`src/hdl/fwo_pkg.sv`:
```
`default_nettype none
package fwo_pkg;

    localparam int COUNT_BITS_DEF  = 16;
    localparam int ANGLE_STEPS_DEF = 24;

    // multiplier operand and product widths
    localparam int MUL_A_W = 64;
    localparam int MUL_B_W = 35;
    localparam int MUL_P_W = MUL_A_W + MUL_B_W;

    localparam int CFG_IDX_W  = 2;
    localparam int CFG_DATA_W = 32;

    localparam logic [CFG_IDX_W-1:0] REG_MM_PER_COUNT = 2'd0;
    localparam logic [CFG_IDX_W-1:0] REG_TURN_GAIN    = 2'd1;
    localparam logic [CFG_IDX_W-1:0] REG_START_X      = 2'd2;
    localparam logic [CFG_IDX_W-1:0] REG_START_Y      = 2'd3;

    localparam logic [23:0] MM_PER_COUNT_RST = 24'd51472;
    localparam logic [31:0] TURN_GAIN_RST    = 32'd174992640;
    localparam logic [31:0] START_X_RST      = 32'hFE3E_0000; // -450 mm
    localparam logic [31:0] START_Y_RST      = 32'h01F4_0000; // 500 mm

    localparam logic [31:0] EIGHTH_TURN  = 32'h2000_0000;    // PI/4
    localparam logic [31:0] QUARTER_TURN = 32'h4000_0000;
    localparam logic [34:0] CORDIC_K     = 35'h0_26DD_3B6A;

    // multiply sequence of one update
    typedef enum logic [2:0] {
        OP_D13, OP_D24, OP_DIFF, OP_TURN, OP_XC, OP_XS, OP_YC, OP_YS
    } op_t;

    typedef struct packed {
        logic edge_en;
        logic cord_load;
        logic cord_step;
        logic mul_start;
        op_t  mul_op;
        logic mul_capture;
        logic commit;
        logic out_load;
    } cmd_t;

    typedef struct packed {
        logic cord_last;
        logic mul_done;
    } status_t;

    function automatic logic [31:0] atan_lut(input logic [4:0] i);
        logic [31:0] r;
        unique case (i)
            5'd0:  r = 32'h20000000;
            5'd1:  r = 32'h12E4051E;
            5'd2:  r = 32'h09FB385B;
            5'd3:  r = 32'h051111D4;
            5'd4:  r = 32'h028B0D43;
            5'd5:  r = 32'h0145D7E1;
            5'd6:  r = 32'h00A2F61E;
            5'd7:  r = 32'h00517C55;
            5'd8:  r = 32'h0028BE53;
            5'd9:  r = 32'h00145F2F;
            5'd10: r = 32'h000A2F98;
            5'd11: r = 32'h000517CC;
            5'd12: r = 32'h00028BE6;
            5'd13: r = 32'h000145F3;
            5'd14: r = 32'h0000A2FA;
            5'd15: r = 32'h0000517D;
            5'd16: r = 32'h000028BE;
            5'd17: r = 32'h0000145F;
            5'd18: r = 32'h00000A30;
            5'd19: r = 32'h00000518;
            5'd20: r = 32'h0000028C;
            5'd21: r = 32'h00000146;
            5'd22: r = 32'h000000A3;
            5'd23: r = 32'h00000051;
            5'd24: r = 32'h00000029;
            5'd25: r = 32'h00000014;
            5'd26: r = 32'h0000000A;
            5'd27: r = 32'h00000005;
            5'd28: r = 32'h00000003;
            5'd29: r = 32'h00000001;
            5'd30: r = 32'h00000001;
            default: r = 32'h00000000;
        endcase
        return r;
    endfunction

endpackage
`default_nettype wire

```
`src/hdl/fwo_mult.sv`:
```
`default_nettype none
// radix-2 shift-add signed multiplier, one operand bit per cycle
module fwo_mult (
    input  wire logic                        clk,
    input  wire logic                        rst_n,
    input  wire logic                        start,
    input  wire logic [fwo_pkg::MUL_A_W-1:0] a,
    input  wire logic [fwo_pkg::MUL_B_W-1:0] b,
    output logic                             done,
    output logic [fwo_pkg::MUL_P_W-1:0]      prod
);
    import fwo_pkg::*;

    localparam int CNT_W = $clog2(MUL_B_W);
    localparam logic [CNT_W-1:0] CNT_LAST = CNT_W'(MUL_B_W - 1);

    logic [MUL_P_W-1:0] acc_reg;
    logic [MUL_P_W-1:0] ash_reg;
    logic [MUL_B_W-1:0] b_reg;
    logic [CNT_W-1:0]   cnt_reg;
    logic               busy_reg;
    logic               done_reg;
    logic [MUL_P_W-1:0] addend;

    assign addend = b_reg[0] ? ash_reg : '0;

    always_ff @(posedge clk or negedge rst_n)
    begin
        if (!rst_n)
        begin
            busy_reg <= 1'b0;
            done_reg <= 1'b0;
            cnt_reg  <= '0;
        end
        else
        begin
            done_reg <= 1'b0;
            if (start)
            begin
                busy_reg <= 1'b1;
                cnt_reg  <= '0;
            end
            else if (busy_reg)
            begin
                cnt_reg <= cnt_reg + 1'b1;
                if (cnt_reg == CNT_LAST)
                begin
                    busy_reg <= 1'b0;
                    done_reg <= 1'b1;
                end
            end
        end
    end

    always_ff @(posedge clk)
    begin
        if (start)
        begin
            acc_reg <= '0;
            ash_reg <= {{(MUL_P_W-MUL_A_W){a[MUL_A_W-1]}}, a};
            b_reg   <= b;
        end
        else if (busy_reg)
        begin
            // sign bit of b carries negative weight
            if (cnt_reg == CNT_LAST)
                acc_reg <= acc_reg - addend;
            else
                acc_reg <= acc_reg + addend;
            ash_reg <= {ash_reg[MUL_P_W-2:0], 1'b0};
            b_reg   <= {b_reg[MUL_B_W-1], b_reg[MUL_B_W-1:1]};
        end
    end

    assign done = done_reg;
    assign prod = acc_reg;

endmodule
`default_nettype wire

```
`src/hdl/fwo_ctrl.sv`:
```
`default_nettype none
module fwo_ctrl (
    input  wire logic             clk,
    input  wire logic             rst_n,
    input  wire logic             in_valid,
    output logic                  in_ready,
    input  wire logic             mode,
    output logic                  out_valid,
    input  wire logic             out_ready,
    output fwo_pkg::cmd_t         cmd,
    input  wire fwo_pkg::status_t status
);
    import fwo_pkg::*;

    typedef enum logic [2:0] {
        S_IDLE, S_CLOAD, S_CRUN, S_MSTART, S_MWAIT, S_COMMIT, S_DONE
    } state_t;

    state_t state_reg;
    op_t    op_reg;
    logic   ov_reg;
    logic   accept;
    logic   out_free;

    assign in_ready  = (state_reg == S_IDLE);
    assign accept    = in_valid && in_ready;
    assign out_free  = !ov_reg || out_ready;
    assign out_valid = ov_reg;

    always_comb
    begin
        cmd             = '0;
        cmd.mul_op      = op_reg;
        cmd.edge_en     = accept && !mode;
        cmd.cord_load   = (state_reg == S_CLOAD);
        cmd.cord_step   = (state_reg == S_CRUN);
        cmd.mul_start   = (state_reg == S_MSTART);
        cmd.mul_capture = (state_reg == S_MWAIT) && status.mul_done;
        cmd.commit      = (state_reg == S_COMMIT);
        cmd.out_load    = (state_reg == S_DONE) && out_free;
    end

    always_ff @(posedge clk or negedge rst_n)
    begin
        if (!rst_n)
        begin
            state_reg <= S_IDLE;
            op_reg    <= OP_D13;
            ov_reg    <= 1'b0;
        end
        else
        begin
            if (cmd.out_load)
                ov_reg <= 1'b1;
            else if (out_ready)
                ov_reg <= 1'b0;

            unique case (state_reg)
                S_IDLE:
                begin
                    if (accept)
                    begin
                        op_reg    <= OP_D13;
                        state_reg <= mode ? S_CLOAD : S_DONE;
                    end
                end
                S_CLOAD:
                    state_reg <= S_CRUN;
                S_CRUN:
                begin
                    if (status.cord_last)
                        state_reg <= S_MSTART;
                end
                S_MSTART:
                    state_reg <= S_MWAIT;
                S_MWAIT:
                begin
                    if (status.mul_done)
                    begin
                        unique case (op_reg)
                            OP_D13:  op_reg <= OP_D24;
                            OP_D24:  op_reg <= OP_DIFF;
                            OP_DIFF: op_reg <= OP_TURN;
                            OP_TURN: op_reg <= OP_XC;
                            OP_XC:   op_reg <= OP_XS;
                            OP_XS:   op_reg <= OP_YC;
                            OP_YC:   op_reg <= OP_YS;
                            OP_YS:   op_reg <= OP_D13;
                        endcase
                        state_reg <= (op_reg == OP_YS) ? S_COMMIT : S_MSTART;
                    end
                end
                S_COMMIT:
                    state_reg <= S_DONE;
                S_DONE:
                begin
                    if (out_free)
                        state_reg <= S_IDLE;
                end
                default:
                    state_reg <= S_IDLE;
            endcase
        end
    end

endmodule
`default_nettype wire

```
`src/hdl/fwo_datapath.sv`:
```
`default_nettype none
module fwo_datapath #(
    parameter int COUNT_BITS  = fwo_pkg::COUNT_BITS_DEF,
    parameter int ANGLE_STEPS = fwo_pkg::ANGLE_STEPS_DEF
) (
    input  wire logic                           clk,
    input  wire logic                           rst_n,
    input  wire logic                           cfg_we,
    input  wire logic [fwo_pkg::CFG_IDX_W-1:0]  cfg_index,
    input  wire logic [fwo_pkg::CFG_DATA_W-1:0] cfg_data,
    input  wire logic [1:0]                     wheel,
    input  wire logic                           up,
    input  wire fwo_pkg::cmd_t                  cmd,
    output fwo_pkg::status_t                    status,
    output logic signed [31:0]                  pos_x,
    output logic signed [31:0]                  pos_y,
    output logic [31:0]                         heading
);
    import fwo_pkg::*;

    localparam int STEPS = (ANGLE_STEPS < 32) ? ANGLE_STEPS : 32;
    localparam logic [4:0] STEP_LAST = 5'(STEPS - 1);
    localparam logic signed [COUNT_BITS-1:0] CNT_MAX = {1'b0, {(COUNT_BITS-1){1'b1}}};
    localparam logic signed [COUNT_BITS-1:0] CNT_MIN = {1'b1, {(COUNT_BITS-1){1'b0}}};
    localparam int SH_W  = MUL_P_W - 30;
    localparam int SUM_W = SH_W + 1;

    logic [23:0] mm_reg;
    logic [31:0] gain_reg;
    logic signed [COUNT_BITS-1:0] cnt_reg [4];
    logic signed [31:0] x_reg, y_reg;
    logic [31:0]        hd_reg;

    logic signed [MUL_A_W-1:0] d13_reg, d24_reg, diff_reg;
    logic [31:0]               hinc_reg;
    logic signed [SH_W-1:0]    accx_reg, accy_reg;

    logic signed [MUL_B_W-1:0] cx_reg, cy_reg;
    logic signed [33:0]        cz_reg;
    logic                      flip_reg;
    logic [4:0]                idx_reg;

    logic signed [31:0] px_reg, py_reg;
    logic [31:0]        ph_reg;

    // multiplier hookup
    logic [MUL_A_W-1:0] mul_a;
    logic [MUL_B_W-1:0] mul_b;
    logic               mul_done;
    logic [MUL_P_W-1:0] mul_p;
    logic signed [SH_W-1:0] prod_sh;

    logic signed [MUL_A_W-1:0] c0, c1, c2, c3;
    logic signed [MUL_B_W-1:0] cos_v, sin_v, mm_b, gain_b;
    logic [31:0] ang, ang_f;
    logic        flip_n;
    logic signed [MUL_B_W-1:0] xs, ys;
    logic signed [33:0]        at;
    logic signed [SUM_W-1:0]   sum_x, sum_y;
    logic signed [31:0]        sat_x, sat_y;

    fwo_mult u_mult (
        .clk   (clk),
        .rst_n (rst_n),
        .start (cmd.mul_start),
        .a     (mul_a),
        .b     (mul_b),
        .done  (mul_done),
        .prod  (mul_p)
    );

    assign c0 = MUL_A_W'(cnt_reg[0]);
    assign c1 = MUL_A_W'(cnt_reg[1]);
    assign c2 = MUL_A_W'(cnt_reg[2]);
    assign c3 = MUL_A_W'(cnt_reg[3]);
    assign mm_b   = {{(MUL_B_W-24){1'b0}}, mm_reg};
    assign gain_b = {{(MUL_B_W-32){1'b0}}, gain_reg};
    assign cos_v  = flip_reg ? -cx_reg : cx_reg;
    assign sin_v  = flip_reg ? -cy_reg : cy_reg;
    assign prod_sh = mul_p[MUL_P_W-1:30];

    always_comb
    begin
        unique case (cmd.mul_op)
            OP_D13:  begin mul_a = c2 - c0;           mul_b = mm_b;   end
            OP_D24:  begin mul_a = c3 - c1;           mul_b = mm_b;   end
            OP_DIFF: begin mul_a = c0 + c1 + c2 + c3; mul_b = mm_b;   end
            OP_TURN: begin mul_a = diff_reg;          mul_b = gain_b; end
            OP_XC:   begin mul_a = -d24_reg;          mul_b = cos_v;  end
            OP_XS:   begin mul_a = d13_reg;           mul_b = sin_v;  end
            OP_YC:   begin mul_a = -d13_reg;          mul_b = cos_v;  end
            OP_YS:   begin mul_a = d24_reg;           mul_b = sin_v;  end
            default: begin mul_a = '0;                mul_b = '0;     end
        endcase
    end

    // CORDIC angle prep: fold the back half plane by a half turn
    assign ang    = hd_reg + EIGHTH_TURN;
    assign flip_n = ang[31] ^ (ang[30]);
    assign ang_f  = flip_n ? {~ang[31], ang[30:0]} : ang;
    assign xs = cx_reg >>> idx_reg;
    assign ys = cy_reg >>> idx_reg;
    assign at = {2'b00, atan_lut(idx_reg)};

    assign status.cord_last = cmd.cord_step && (idx_reg == STEP_LAST);
    assign status.mul_done  = mul_done;

    // pose accumulate with saturation to 32 bits
    assign sum_x = SUM_W'(x_reg) + SUM_W'(accx_reg);
    assign sum_y = SUM_W'(y_reg) + SUM_W'(accy_reg);

    always_comb
    begin
        if (sum_x > SUM_W'(32'sh7FFF_FFFF))
            sat_x = 32'sh7FFF_FFFF;
        else if (sum_x < -SUM_W'(33'sh0_8000_0000))
            sat_x = 32'sh8000_0000;
        else
            sat_x = sum_x[31:0];
        if (sum_y > SUM_W'(32'sh7FFF_FFFF))
            sat_y = 32'sh7FFF_FFFF;
        else if (sum_y < -SUM_W'(33'sh0_8000_0000))
            sat_y = 32'sh8000_0000;
        else
            sat_y = sum_y[31:0];
    end

    always_ff @(posedge clk or negedge rst_n)
    begin
        if (!rst_n)
        begin
            mm_reg   <= MM_PER_COUNT_RST;
            gain_reg <= TURN_GAIN_RST;
            x_reg    <= START_X_RST;
            y_reg    <= START_Y_RST;
            hd_reg   <= '0;
            for (int i = 0; i < 4; i++)
                cnt_reg[i] <= '0;
        end
        else
        begin
            if (cfg_we)
            begin
                unique case (cfg_index)
                    REG_MM_PER_COUNT: mm_reg   <= cfg_data[23:0];
                    REG_TURN_GAIN:    gain_reg <= cfg_data;
                    REG_START_X:      x_reg    <= cfg_data;
                    REG_START_Y:      y_reg    <= cfg_data;
                    default: ;
                endcase
            end
            if (cmd.edge_en)
            begin
                if (up)
                begin
                    if (cnt_reg[wheel] != CNT_MAX)
                        cnt_reg[wheel] <= cnt_reg[wheel] + 1'b1;
                end
                else if (cnt_reg[wheel] != CNT_MIN)
                    cnt_reg[wheel] <= cnt_reg[wheel] - 1'b1;
            end
            if (cmd.commit)
            begin
                x_reg  <= sat_x;
                y_reg  <= sat_y;
                hd_reg <= hd_reg + hinc_reg;
                for (int i = 0; i < 4; i++)
                    cnt_reg[i] <= '0;
            end
        end
    end

    always_ff @(posedge clk)
    begin
        if (cmd.cord_load)
        begin
            cx_reg   <= CORDIC_K;
            cy_reg   <= '0;
            cz_reg   <= 34'(signed'(ang_f));
            flip_reg <= flip_n;
            idx_reg  <= '0;
        end
        else if (cmd.cord_step)
        begin
            idx_reg <= idx_reg + 1'b1;
            if (!cz_reg[33])
            begin
                cx_reg <= cx_reg - ys;
                cy_reg <= cy_reg + xs;
                cz_reg <= cz_reg - at;
            end
            else
            begin
                cx_reg <= cx_reg + ys;
                cy_reg <= cy_reg - xs;
                cz_reg <= cz_reg + at;
            end
        end

        if (cmd.mul_capture)
        begin
            unique case (cmd.mul_op)
                OP_D13:  d13_reg  <= mul_p[MUL_A_W:1];
                OP_D24:  d24_reg  <= mul_p[MUL_A_W:1];
                OP_DIFF: diff_reg <= mul_p[MUL_A_W-1:0];
                OP_TURN: hinc_reg <= mul_p[55:24];
                OP_XC:   accx_reg <= prod_sh;
                OP_XS:   accx_reg <= accx_reg - prod_sh;
                OP_YC:   accy_reg <= prod_sh;
                OP_YS:   accy_reg <= accy_reg + prod_sh;
                default: ;
            endcase
        end

        if (cmd.out_load)
        begin
            px_reg <= x_reg;
            py_reg <= y_reg;
            ph_reg <= hd_reg;
        end
    end

    assign pos_x   = px_reg;
    assign pos_y   = py_reg;
    assign heading = ph_reg;

endmodule
`default_nettype wire

```
`src/hdl/four_wheel_omni_odometry.sv`:
```
`default_nettype none
// Odometry for a four wheel X-drive robot. An edge transaction (mode 0) steps
// one wheel count up or down, saturating at the signed COUNT_BITS range, and
// goes straight to the output load. An update transaction (mode 1) runs an
// iterative CORDIC for sin/cos of heading + 45 deg, then eight products on one
// shared shift-add multiplier, which scale counts to mm, form the heading step
// and rotate the travel into x/y. One transaction is processed at a time; each
// returns the pose (Q16.16 mm x/y, 32-bit binary angle heading) as it stands
// after that transaction, held in an output register so the next transaction
// is taken while the result waits. Config writes (0 mm_per_count, 1 turn_gain,
// 2 start_x, 3 start_y) are applied at once; start writes also load the
// position.
module four_wheel_omni_odometry #(
    parameter int COUNT_BITS  = fwo_pkg::COUNT_BITS_DEF,
    parameter int ANGLE_STEPS = fwo_pkg::ANGLE_STEPS_DEF
) (
    input  wire logic                           clk,
    input  wire logic                           rst_n,
    // config write port
    input  wire logic                           cfg_we,
    input  wire logic [fwo_pkg::CFG_IDX_W-1:0]  cfg_index,
    input  wire logic [fwo_pkg::CFG_DATA_W-1:0] cfg_data,
    // input transaction
    input  wire logic                           in_valid,
    output logic                                in_ready,
    input  wire logic                           mode,
    input  wire logic [1:0]                     wheel,
    input  wire logic                           up,
    // result transaction
    output logic                                out_valid,
    input  wire logic                           out_ready,
    output logic signed [31:0]                  pos_x,
    output logic signed [31:0]                  pos_y,
    output logic [31:0]                         heading
);
    import fwo_pkg::*;

    cmd_t    cmd;
    status_t status;

    // sequencer: accept, CORDIC run, multiply sequence, commit, output load
    fwo_ctrl u_ctrl (
        .clk       (clk),
        .rst_n     (rst_n),
        .in_valid  (in_valid),
        .in_ready  (in_ready),
        .mode      (mode),
        .out_valid (out_valid),
        .out_ready (out_ready),
        .cmd       (cmd),
        .status    (status)
    );

    // counts, pose, config registers, CORDIC and multiplier
    fwo_datapath #(
        .COUNT_BITS  (COUNT_BITS),
        .ANGLE_STEPS (ANGLE_STEPS)
    ) u_dp (
        .clk       (clk),
        .rst_n     (rst_n),
        .cfg_we    (cfg_we),
        .cfg_index (cfg_index),
        .cfg_data  (cfg_data),
        .wheel     (wheel),
        .up        (up),
        .cmd       (cmd),
        .status    (status),
        .pos_x     (pos_x),
        .pos_y     (pos_y),
        .heading   (heading)
    );

endmodule
`default_nettype wire

```
`config.mk`:
```
export PLATFORM = sky130hd
export DESIGN_NAME = four_wheel_omni_odometry
export DESIGN_NICKNAME = d
export VERILOG_FILES = /design/src/hdl/fwo_pkg.sv /design/src/hdl/fwo_mult.sv /design/src/hdl/fwo_ctrl.sv /design/src/hdl/fwo_datapath.sv /design/src/hdl/four_wheel_omni_odometry.sv
export SDC_FILE = /design/constraint.sdc
export NUM_CORES = 2
export LEC_CHECK = 0
export CAP_MARGIN = 20
export CORE_ASPECT_RATIO = 1.5
export CORE_MARGIN = 2
export CORE_UTILIZATION = 45
export CTS_CLUSTER_SIZE = 12
export DETAILED_ROUTE_END_ITERATION = 8
export DONT_BUFFER_PORTS = 1
export PLACE_DENSITY_LB_ADDON = 0.25
export SETUP_SLACK_MARGIN = 0.15
export SLEW_MARGIN = 30
export SYNTH_ARGS = -nofsm -noshare
export SYNTH_HDL_FRONTEND = slang
export SYNTH_HIERARCHICAL = 1
export SYNTH_SLANG_ARGS = --single-unit
```
`constraint.sdc`:
```
create_clock -name clk -period 6.4 [get_ports clk]
set_clock_uncertainty 0.15 [all_clocks]
set_input_delay 0.96 -clock clk [delete_from_list [all_inputs] [get_ports clk]]
set_output_delay 0.96 -clock clk [all_outputs]
set_load 0.05 [all_outputs]
```
==> impl_metrics.tcl <==
set metrics [dict create \
    synthTopCellsByArea "edfxtp_1 (22%), ha_1 (8.3%), dfrtp_1 (5.6%)" \
    synth_cell_types 130 \
    design.core.area_um2 193000 \
    startpoint_type "flop" \
    numCtsBuffers 113 \
    synth_edf_count 627 \
    start_util 0.451 \
    grt_usage 0.306 \
    grt_pass1_wl_um 465000 \
    root_buffer "clkbuf_16" \
    holdWs_ns 0.138 \
    synth_top_area_frac 0.216 \
    critical-path-slowest-cell "mux4_2" \
    relSlewSlack 0.342 \
    setup_viol 0 \
    critical_path_arrival_ns 6.74 \
    cap_violations 0 \
    status "complete, no violations" \
    yosys_warnings 6 \
    clkSinkCount 1062 \
    fin_crit_sh 0.975 \
    htreeDepth 3 \
    tritoncts "done" \
    synth_cells 9718 \
    grt_pass1_vias 76800 \
    layout_commonest_cell "nand2_1" \
    critPathMaxFanout 5 \
    drv_slew 0 \
    layout-drive-gt1-share 0.136 \
    timing_hold_violations_final 0 \
    numPortBuffers 0 \
    antenna_found_initial 22 \
    clk_pin_slew_ns 0.07 \
    vias_per_cell 6.23 \
    drt_pass1_iterations 8 \
    wire_per_inst_um 24.8 \
    critical-path-top-delay-family "compound AO/OA/AOI/OAI gates" \
    tightestPinTransition_ns 0.979 \
    rsz0062_at_grt "true" \
    synthFlopType "edfxtp_1" \
    dp_hpwl_um 240000 \
    routed_wl_um 312000 \
    avgSynthCellArea_um2 8.99 \
    syn_area_um2 87300 \
    cp_slowest_stage_delay_ns 0.54 \
    max_freq_ghz 0.160 \
    path_class "flop to flop" \
    yosysSeqAreaShare 0.329 \
    grt_max_degree 198 \
    place.gp.congestion 0.993 \
    dr.first_iter.drc_count 6551 \
    cp_num_buf_inv 2 \
    insertion_delay_ns 0.81 \
    cp_common_cell "a21oi_2" \
    vias 78200 \
    final_cell_mix "nand2_1 (971), a21oi_1 (755), nor2_1 (665)" \
    io_pins 141 \
    fin_nets 10500 \
    fp.dieW_um 364 \
    drc 0 \
    syn_nets 10400 \
    ys_ff_latch 1062 \
    die-area_um2 198000 \
    die_h_um 544 \
    clock_path_buffers 3 \
    fin_crit_ns 6.24 \
    end_kind "flop" \
    fp-row-count 198 \
    grt_overflow 0 \
    ant_nets 0 \
    synth_top_area_cell "edfxtp_1" \
    crit_required_ns 6.90 \
    async_reset_ff_frac 0.218 \
    area_growth_pct 11.3 \
    hold_path.class "input port to asynchronous set/reset pin" \
]
worst paths after layout:
path	start	to	slack, ns	cells after the start
min in group clk	cfg_data[0]	u_dp/gain_reg[0]	0.16	1
worst max register to register	u_dp/idx_reg[0]	u_dp/cx_reg[34]	0.16	27
worst min register to register	u_dp/x_reg[0]	u_dp/pos_x[0]	0.31	0
worst max-delay path	u_dp/idx_reg[0]	u_dp/cx_reg[34]	0.16	27
max in group asynchronous	rst_n	u_dp/x_reg[22]	4.29	3
worst min-delay path	rst_n	u_dp/gain_reg[27]	0.14	1
stage by stage:
step                cell area, um^2  instances   util  TNS [ns]  setup slack [ns]
floorplan                     87400       9718      -         0             0.160
global placement              92400      12300  0.478     -1.13            -0.414
finish                        97200      12600  0.502         0             0.160
detailed placement            92500      12300  0.478     -1.29            -0.328
CTS                           96700      12500  0.500         0            0.0986
global route                  97100      12500  0.502    -0.261            -0.134
layout make-up:
type	instances	area, um^2
multi-input cells	7757	55700
fillers	18100	96300
clock buffers	174	3280
well taps	2600	3250
clock inverters	39	439
diodes	18	45.0
repair buffers	522	4260
inverters	384	1450
flip-flops and latches	1062	28800
synthesized netlist by cell type, drive strengths merged, types with 75 or more instances:
library cell  count
nand2           976
a21oi           773
o21ai           726
nor2            682
edfxtp          627
ha              577
xnor2           423
clkbuf          398
inv             379
xor2            369
a21o            318
mux2            250
nand3           222
dfxtp           204
dfrtp           197
nor3            181
nand4           163
a22o            141
mux2i           136
buf             117
mux4            115
o21bai          104
a31oi            98
nand2b           95
o31ai            91
nor2b            80
o21a             79
or3              79
nor4             75
worst register-to-register path, stage by stage (launching register included):
cell	delay, ns
dfxtp_4	0.37
buf_6	0.15
buf_12	0.15
mux4_2	0.54
mux4_2	0.52
or3_4	0.37
o31ai_4	0.08
o2111a_2	0.24
and3_4	0.20
and3_4	0.19
a21oi_2	0.06
xor2_1	0.17
ha_1	0.30
a21o_1	0.16
a21o_1	0.15
a21o_1	0.21
a21oi_2	0.14
o21bai_1	0.08
a21oi_2	0.18
o21ai_1	0.08
o41a_1	0.38
a2111o_1	0.41
a31o_2	0.25
a21oi_2	0.14
xnor2_1	0.12
nand2_1	0.08
xnor2_1	0.16
nor2_1	0.05
metal layers:
metal / wire length (um) / global-route usage
met5: 27 / 0
met4: 24500 / 0.207
met3: 20200 / 0.0460
met2: 150000 / 0.523
met1: 118000 / 0.354
repair_timing:
action                                  in CTS  in global routing
hold endpoints to repair                   197                 33
hold buffers                                 2                  1
endpoints found under the setup margin      28                 41
gates resized for setup                     61                106
setup buffers                               22                  8
pin swaps                                   26                 44
gates cloned                                 1                  0
cells by family (layout without fill, tap and decap cells):
kind of cell	count (synthesis)	after routing	share of synthesized area
compound gates	2954	2954	0.219
simple gates	2889	2889	0.159
flops	1062	1062	0.329
buf+inv	899	1119	0.0414
xor+xnor	792	792	0.0794
fa+ha+maj	621	621	0.0928
mux	501	501	0.0786
other cells	0	18	0
Power is not shown: default switching activity piles up to over one toggle a cycle in this logic, so the estimate is an artifact.
